## src/rtl/esct_pkg.sv

```systemverilog
// Shared constants and types for the event side cache table.
package esct_pkg;

    localparam int ENTRIES  = 32;
    localparam int IDX_W    = (ENTRIES > 1) ? $clog2(ENTRIES) : 1;
    localparam int KEY_W    = 64;
    localparam int CODE_W   = 8;
    localparam int RESID_W  = 24;
    localparam int LEN_W    = 17;

    localparam logic [IDX_W-1:0] LAST_IDX = IDX_W'(ENTRIES - 1);

    localparam logic CMD_STORE = 1'b0;
    localparam logic CMD_TAKE  = 1'b1;

    typedef struct packed {
        logic [KEY_W-1:0]   key;
        logic [CODE_W-1:0]  code;
        logic [RESID_W-1:0] residual;
        logic [LEN_W-1:0]   length;
    } t_entry;

    localparam int ENTRY_W = $bits(t_entry);

endpackage

```

## src/rtl/esct_ram.sv

```systemverilog
// Generic single-write, single-read RAM with registered read data.
module esct_ram #(
    parameter int WIDTH = 8,
    parameter int DEPTH = 32
) (
    input  logic                                       i_clk,
    input  logic                                       i_wr_en,
    input  logic [((DEPTH > 1) ? $clog2(DEPTH) : 1)-1:0] i_wr_addr,
    input  logic [WIDTH-1:0]                           i_wr_data,
    input  logic [((DEPTH > 1) ? $clog2(DEPTH) : 1)-1:0] i_rd_addr,
    output logic [WIDTH-1:0]                           o_rd_data
);

    logic [WIDTH-1:0] r_mem [DEPTH];
    logic [WIDTH-1:0] r_rd_data;

    always_ff @(posedge i_clk) begin
        if (i_wr_en) begin
            r_mem[i_wr_addr] <= i_wr_data;
        end
        r_rd_data <= r_mem[i_rd_addr];
    end

    assign o_rd_data = r_rd_data;

endmodule

```

## src/rtl/event_side_cache_table.sv

```systemverilog
// Event side cache table: keyed completion-event store with a slot-by-slot scan.
//
//  channel | handshake               | payload
//  --------+-------------------------+-----------------------------------------------
//  in      | i_in_valid / o_in_ready | i_command, i_key_address, i_in_code,
//          |                         | i_in_residual, i_in_length
//  out     | o_out_valid/i_out_ready | o_hit, o_out_code, o_out_residual,
//          |                         | o_out_length, o_overwrote
//
// A store walks the valid bits one slot per cycle.
// A take streams slots through the table RAM and one key comparator,
// one slot per cycle, with each registered read issued one slot ahead of the compare.
// The input side is ready only while idle; one item is worked at a time.
// Reset clears the valid bits and the control state; slot contents are left as is.
// A held result does not block acceptance; the finished item waits until it drains.
module event_side_cache_table (
    input  logic                         i_clk,
    input  logic                         i_rst_n,
    input  logic                         i_in_valid,
    output logic                         o_in_ready,
    input  logic                         i_command,
    input  logic [esct_pkg::KEY_W-1:0]   i_key_address,
    input  logic [esct_pkg::CODE_W-1:0]  i_in_code,
    input  logic [esct_pkg::RESID_W-1:0] i_in_residual,
    input  logic [esct_pkg::LEN_W-1:0]   i_in_length,
    output logic                         o_out_valid,
    input  logic                         i_out_ready,
    output logic                         o_hit,
    output logic [esct_pkg::CODE_W-1:0]  o_out_code,
    output logic [esct_pkg::RESID_W-1:0] o_out_residual,
    output logic [esct_pkg::LEN_W-1:0]   o_out_length,
    output logic                         o_overwrote
);

    typedef enum logic [1:0] {
        ST_IDLE,
        ST_STORE,
        ST_TAKE,
        ST_DONE
    } t_state;

    t_state r_state, n_state;

    logic [esct_pkg::IDX_W-1:0]   r_idx, n_idx;
    logic                         r_issue, n_issue;
    logic                         r_cmp_vld, n_cmp_vld;
    logic [esct_pkg::IDX_W-1:0]   r_cmp_idx, n_cmp_idx;
    logic [esct_pkg::ENTRIES-1:0] r_valid, n_valid;

    logic                         r_cmd, n_cmd;
    logic [esct_pkg::KEY_W-1:0]   r_key, n_key;
    logic [esct_pkg::CODE_W-1:0]  r_code, n_code;
    logic [esct_pkg::RESID_W-1:0] r_resid, n_resid;
    logic [esct_pkg::LEN_W-1:0]   r_len, n_len;
    logic                         r_hit, n_hit;
    logic                         r_ovw, n_ovw;

    logic                         r_out_valid, n_out_valid;
    logic                         r_out_hit, n_out_hit;
    logic [esct_pkg::CODE_W-1:0]  r_out_code, n_out_code;
    logic [esct_pkg::RESID_W-1:0] r_out_resid, n_out_resid;
    logic [esct_pkg::LEN_W-1:0]   r_out_len, n_out_len;
    logic                         r_out_ovw, n_out_ovw;

    logic                         ram_we;
    logic [esct_pkg::IDX_W-1:0]   ram_wa;
    esct_pkg::t_entry             ram_wd;
    esct_pkg::t_entry             ram_rd;
    logic [esct_pkg::ENTRY_W-1:0] ram_rd_bits;

    esct_ram #(
        .WIDTH (esct_pkg::ENTRY_W),
        .DEPTH (esct_pkg::ENTRIES)
    ) u_table (
        .i_clk     (i_clk),
        .i_wr_en   (ram_we),
        .i_wr_addr (ram_wa),
        .i_wr_data (ram_wd),
        .i_rd_addr (r_idx),
        .o_rd_data (ram_rd_bits)
    );

    assign ram_rd = esct_pkg::t_entry'(ram_rd_bits);

    always_comb begin
        n_state     = r_state;
        n_idx       = r_idx;
        n_issue     = r_issue;
        n_cmp_vld   = r_cmp_vld;
        n_cmp_idx   = r_cmp_idx;
        n_valid     = r_valid;
        n_cmd       = r_cmd;
        n_key       = r_key;
        n_code      = r_code;
        n_resid     = r_resid;
        n_len       = r_len;
        n_hit       = r_hit;
        n_ovw       = r_ovw;
        n_out_valid = r_out_valid;
        n_out_hit   = r_out_hit;
        n_out_code  = r_out_code;
        n_out_resid = r_out_resid;
        n_out_len   = r_out_len;
        n_out_ovw   = r_out_ovw;

        ram_we = 1'b0;
        ram_wa = r_idx;
        ram_wd = '{key: r_key, code: r_code, residual: r_resid, length: r_len};

        if (r_out_valid && i_out_ready) begin
            n_out_valid = 1'b0;
        end

        unique case (r_state)
            ST_IDLE: begin
                if (i_in_valid) begin
                    n_cmd     = i_command;
                    n_key     = i_key_address;
                    n_code    = i_in_code;
                    n_resid   = i_in_residual;
                    n_len     = i_in_length;
                    n_hit     = 1'b0;
                    n_ovw     = 1'b0;
                    n_idx     = '0;
                    n_issue   = 1'b1;
                    n_cmp_vld = 1'b0;
                    n_state   = (i_command == esct_pkg::CMD_TAKE) ? ST_TAKE : ST_STORE;
                end
            end
            ST_STORE: begin
                if (!r_valid[r_idx]) begin
                    ram_we           = 1'b1;
                    n_valid[r_idx]   = 1'b1;
                    n_state          = ST_DONE;
                end else if (r_idx == esct_pkg::LAST_IDX) begin
                    // table full: replace slot zero
                    ram_we  = 1'b1;
                    ram_wa  = '0;
                    n_ovw   = 1'b1;
                    n_state = ST_DONE;
                end else begin
                    n_idx = r_idx + 1'b1;
                end
                if (n_state == ST_DONE) begin
                    n_code  = '0;
                    n_resid = '0;
                    n_len   = '0;
                end
            end
            ST_TAKE: begin
                // issue reads one slot ahead of the compare
                n_cmp_vld = r_issue;
                n_cmp_idx = r_idx;
                if (r_issue) begin
                    if (r_idx == esct_pkg::LAST_IDX) begin
                        n_issue = 1'b0;
                    end else begin
                        n_idx = r_idx + 1'b1;
                    end
                end
                if (r_cmp_vld) begin
                    if (r_valid[r_cmp_idx] && (ram_rd.key == r_key)) begin
                        n_hit              = 1'b1;
                        n_code             = ram_rd.code;
                        n_resid            = ram_rd.residual;
                        n_len              = ram_rd.length;
                        n_valid[r_cmp_idx] = 1'b0;
                        n_cmp_vld          = 1'b0;
                        n_issue            = 1'b0;
                        n_state            = ST_DONE;
                    end else if (r_cmp_idx == esct_pkg::LAST_IDX) begin
                        n_code    = '0;
                        n_resid   = '0;
                        n_len     = '0;
                        n_cmp_vld = 1'b0;
                        n_issue   = 1'b0;
                        n_state   = ST_DONE;
                    end
                end
            end
            ST_DONE: begin
                // hold until the output register is free
                if (!r_out_valid || i_out_ready) begin
                    n_out_valid = 1'b1;
                    n_out_hit   = r_hit;
                    n_out_code  = r_code;
                    n_out_resid = r_resid;
                    n_out_len   = r_len;
                    n_out_ovw   = r_ovw;
                    n_state     = ST_IDLE;
                end
            end
            default: begin
                n_state = ST_IDLE;
            end
        endcase
    end

    always_ff @(posedge i_clk) begin
        if (!i_rst_n) begin
            r_state     <= ST_IDLE;
            r_issue     <= 1'b0;
            r_cmp_vld   <= 1'b0;
            r_valid     <= '0;
            r_out_valid <= 1'b0;
        end else begin
            r_state     <= n_state;
            r_issue     <= n_issue;
            r_cmp_vld   <= n_cmp_vld;
            r_valid     <= n_valid;
            r_out_valid <= n_out_valid;
        end
        r_idx       <= n_idx;
        r_cmp_idx   <= n_cmp_idx;
        r_cmd       <= n_cmd;
        r_key       <= n_key;
        r_code      <= n_code;
        r_resid     <= n_resid;
        r_len       <= n_len;
        r_hit       <= n_hit;
        r_ovw       <= n_ovw;
        r_out_hit   <= n_out_hit;
        r_out_code  <= n_out_code;
        r_out_resid <= n_out_resid;
        r_out_len   <= n_out_len;
        r_out_ovw   <= n_out_ovw;
    end

    assign o_in_ready     = (r_state == ST_IDLE);
    assign o_out_valid    = r_out_valid;
    assign o_hit          = r_out_hit;
    assign o_out_code     = r_out_code;
    assign o_out_residual = r_out_resid;
    assign o_out_length   = r_out_len;
    assign o_overwrote    = r_out_ovw && (r_cmd == esct_pkg::CMD_STORE || !r_out_hit);

endmodule

```

## config.mk

```make
export PLATFORM = sky130hd
export DESIGN_NAME = event_side_cache_table
export DESIGN_NICKNAME = d
export VERILOG_FILES = /design/src/rtl/esct_pkg.sv /design/src/rtl/esct_ram.sv /design/src/rtl/event_side_cache_table.sv
export SDC_FILE = /design/constraint.sdc
export NUM_CORES = 2
export LEC_CHECK = 0
export ABC_AREA = 1
export BUFFER_PORTS_ARGS = -buffer_cell sky130_fd_sc_hd__buf_4
export CAP_MARGIN = 20
export CORE_AREA = 3 3 595 597
export CTS_CLUSTER_DIAMETER = 40
export DETAILED_ROUTE_END_ITERATION = 16
export DIE_AREA = 0 0 598 600
export GPL_ROUTABILITY_DRIVEN = 1
export PLACE_DENSITY = 0.65
export SYNTH_ARGS = -nofsm -noshare
export SYNTH_HDL_FRONTEND = slang
export SYNTH_HIERARCHICAL = 1
export SYNTH_SLANG_ARGS = --single-unit
```

## constraint.sdc

```tcl
create_clock -name i_clk -period 9.5 [get_ports i_clk]
set_input_delay 0.475 -clock i_clk [delete_from_list [all_inputs] [get_ports i_clk]]
set_output_delay 0.475 -clock i_clk [all_outputs]
set_load 0.05 [all_outputs]
```

==> results.py <==
metrics = {
    "outcome": {
        "status": "complete, no violations",
    },
    "clock_tree": {
        "numClockSinks": 3943,
        "cts_buffers": 520,
        "h-tree-depth": 6,
        "clock_latency_ns": 1.01,
        "clk_pin_slew_ns": 0.05,
        "cts_tree": "done",
        "clock_path_buffers": 4,
        "cts_root_buf": "clkbuf_16",
    },
    "yosys": {
        "synth.net_count": 13110,
        "syn_area_sq_um": 156800,
        "netlist-cell-type-count": 38,
        "yosysWarnings": 6,
        "synth_seq_cells": 3943,
        "netlist_instances": 12980,
        "avgSynthCellArea_sq_um": 12.07,
        "synth_seq_area_share_pct": 74.58,
    },
    "finish": {
        "fin_nets": 13340,
        "syn_to_final_growth_pct": 15.48,
        "seq_area_sq_um": 116900,
        "final_layout_size_suffix_gt1_share_pct": 9.471,
        "nFillCells": 29190,
        "multiInputGateArea_sq_um": 35520,
        "final_area_sq_um": 181000,
    },
    "timing": {
        "period_needed_ns": 5.913,
        "rsz0062_at_grt": "false",
        "fmax_mhz": 169.1,
        "slew_headroom_pct": 12.18,
        "fin_crit_sh_pct": 62.24,
        "worst_pin_slew_ns": 1.317,
        "fin_tns_setup_ns": 0,
        "worst_hold_slack_ns": 0.1915,
        "final-max-slew-violation-count": 0,
        "setup_viol": 0,
        "finalHoldViolations": 0,
        "finalWorstSetupSlack_ns": 3.587,
        "skew_ns": 0.05246,
    },
    "critical_path": {
        "worst_ep_arrival_time_ns": 6.50,
        "path_class": "reg -> reg",
        "crit_path_max_incr_delay_ns": 1.05,
        "critPathTopFamily": "simple AND/OR/NAND/NOR gates",
        "crit_buf_inv": 4,
        "critical_path.slowest_cell": "nor2_4",
        "endpoint_kind": "flip-flop",
        "critPathRequiredTime_ns": 10.09,
        "crit_chain": "buf_4 > ha_1 > nand3_1 > nor2_1 > inv_1 > ha_1 > nor2_1 > a21oi_1 > inv_1 > nand3_1 > nor2_4 > buf_4",
        "start_kind": "flip-flop",
        "reg2reg_slack_ns": 3.59,
        "cp_max_fo": 99,
    },
    "power_and_ir_drop": {
        "p_leak_nw": 64.70,
        "worst_ir_drop_vdd_v": 0.0002949,
        "power_mw": 59.07,
        "power_density_nw_per_um2": 326.3,
    },
    "place": {
        "post-place-ws_ns": 3.681,
        "port_buffers": 170,
        "hpwl_mm": 202.8,
        "dpl_cell_area_sq_um": 162200,
        "gp_congestion": 0.8844,
    },
    "die": {
        "fp.dieW_microns": 598,
        "die-area_sq_um": 358800,
        "fp.coreArea_sq_um": 349200,
        "die_y_microns": 600,
        "row_count": 217,
        "ios": 171,
        "start_util_pct": 44.89,
    },
    "detailed_routing": {
        "vias": 103100,
        "viasPerCell": 5.654,
        "final_antenna_net_count": 0,
        "routed_wl_mm": 434.5,
        "drc": 0,
        "drt-pass1-iter-count": 6,
        "wl_per_cell_microns": 23.82,
        "drtIter0Drc": 12200,
    },
    "global_routing": {
        "grt_max_degree": 230,
        "track_usage_pct": 23.71,
        "antenna_found_initial": 6,
        "grt_pass1_wl_mm": 644.0,
        "grt_pass1_vias": 98530,
        "grt-ovfl-total": 0,
    },
    "run": {
        "drv_cap": 0,
    },
    "min_path": {
        "hp-class": "in -> reg",
    },
}
==> routing by layer <==
| layer | up-vias | GRT usage (%) | share of wire, % |
|---|---|---|---|
| met4 | 0 | 8.270 | 3.5 |
| met5 | - | 0 | 0 |
| met2 | 5001 | 38.30 | 47 |
| met1 | 50880 | 32.93 | 41 |
| li1 | 46440 | - | - |
| met3 | 811 | 3.477 | 8.9 |
==> cells in the mapped netlist (all sizes together) <==
library cell | count | area share [%]
a211oi | 1 | 0.0048
a21boi | 1 | 0.0048
a21oi | 31 | 0.099
a31oi | 1 | 0.0040
buf | 694 | 2.4
clkbuf | 126 | 0.30
clkinv | 5 | 0.012
dfxtp | 150 | 1.9
edfxtp | 3793 | 73
ha | 9 | 0.072
inv | 102 | 0.25
nand2 | 4503 | 11
nand3 | 3223 | 10
nand4 | 16 | 0.064
nor2 | 127 | 0.31
nor3 | 11 | 0.061
nor4 | 3 | 0.012
o211a | 1 | 0.0064
o211ai | 10 | 0.048
o21ai | 120 | 0.39
o21bai | 1 | 0.0048
o22ai | 1 | 0.0040
xnor2 | 54 | 0.30
xor2 | 1 | 0.0056
==> kinds of logic after synthesis <==
family	Yosys count	synth area share, %
compound gates	167	0.5659
xor+xnor	55	0.3073
fa+ha+maj	9	0.07184
buf+inv	927	2.929
flops	3943	74.58
simple gates	7883	21.55
==> flip-flops by register name, summed over array words and instances (netlist names), 2 cells and up <==
signal and cells:
r_code 8, r_cmp_idx 5, u_table/r_mem 3616, r_resid 24
o_out_length 17, u_table/o_rd_data 113, r_key 64, o_out_code 8
r_state 2, r_len 17, o_out_residual 24, r_valid 32
r_idx 5
==> where the power goes <==
| group | total [mW] | internal, mW | switching, mW |
|---|---|---|---|
| sequential | 22.7 | 21.7 | 0.998 |
| clock | 19.5 | 11.9 | 7.58 |
| combinational | 16.9 | 4.40 | 12.5 |
==> timing repair <==
action	in CTS	in global routing
hold buffers	117	0
resized for setup	0	0
setup buffers	0	0
endpoints found under the hold margin	137	0
==> stage by stage <==
step | instances | utilization, %
after detailed placement | 17160 | 46.44
after global routing | 18240 | 51.84
after global placement | 17160 | 46.40
final | 18240 | 51.84
after CTS | 18230 | 51.76
after floorplan | 12980 | -
==> final cells by class <==
| type | count | area share, % |
|---|---|---|
| antenna | 1 | 0.001382 |
| clock inverter | 333 | 2.009 |
| timing repair buffer | 528 | 2.750 |
| multi-input combinational | 8114 | 19.62 |
| tap | 4599 | 3.179 |
| sequential | 3943 | 64.58 |
| clock buffer | 617 | 7.609 |
| inverter | 107 | 0.2509 |
==> path summary, 6_finish.rpt <==
path         depth (start not counted)               endpoint               from
min reg2reg                          0        o_out_length[5]           r_len[5]
min                                  2              r_key[47]  i_key_address[47]
max                                 12  u_table/r_mem[20][84]           r_idx[0]
max reg2reg                         12  u_table/r_mem[20][84]           r_idx[0]
==> cells in the final DEF (no fill, tap or decap), drive strengths merged <==
cell type	netlist	routed
a211oi	1	1
a21boi	1	1
a21oi	31	31
a31oi	1	1
buf	694	411
bufinv	0	51
clkbuf	126	617
clkinv	5	166
clkinvlp	0	40
dfxtp	150	150
diode	0	1
dlygate4sd3	0	117
edfxtp	3793	3793
ha	9	9
inv	102	183
nand2	4503	4503
nand3	3223	3223
nand4	16	16
nor2	127	127
nor3	11	11
nor4	3	3
o211a	1	1
o211ai	10	10
o21ai	120	120
o21bai	1	1
o22ai	1	1
xnor2	54	54
xor2	1	1
Power figures use the tool's default switching activity.
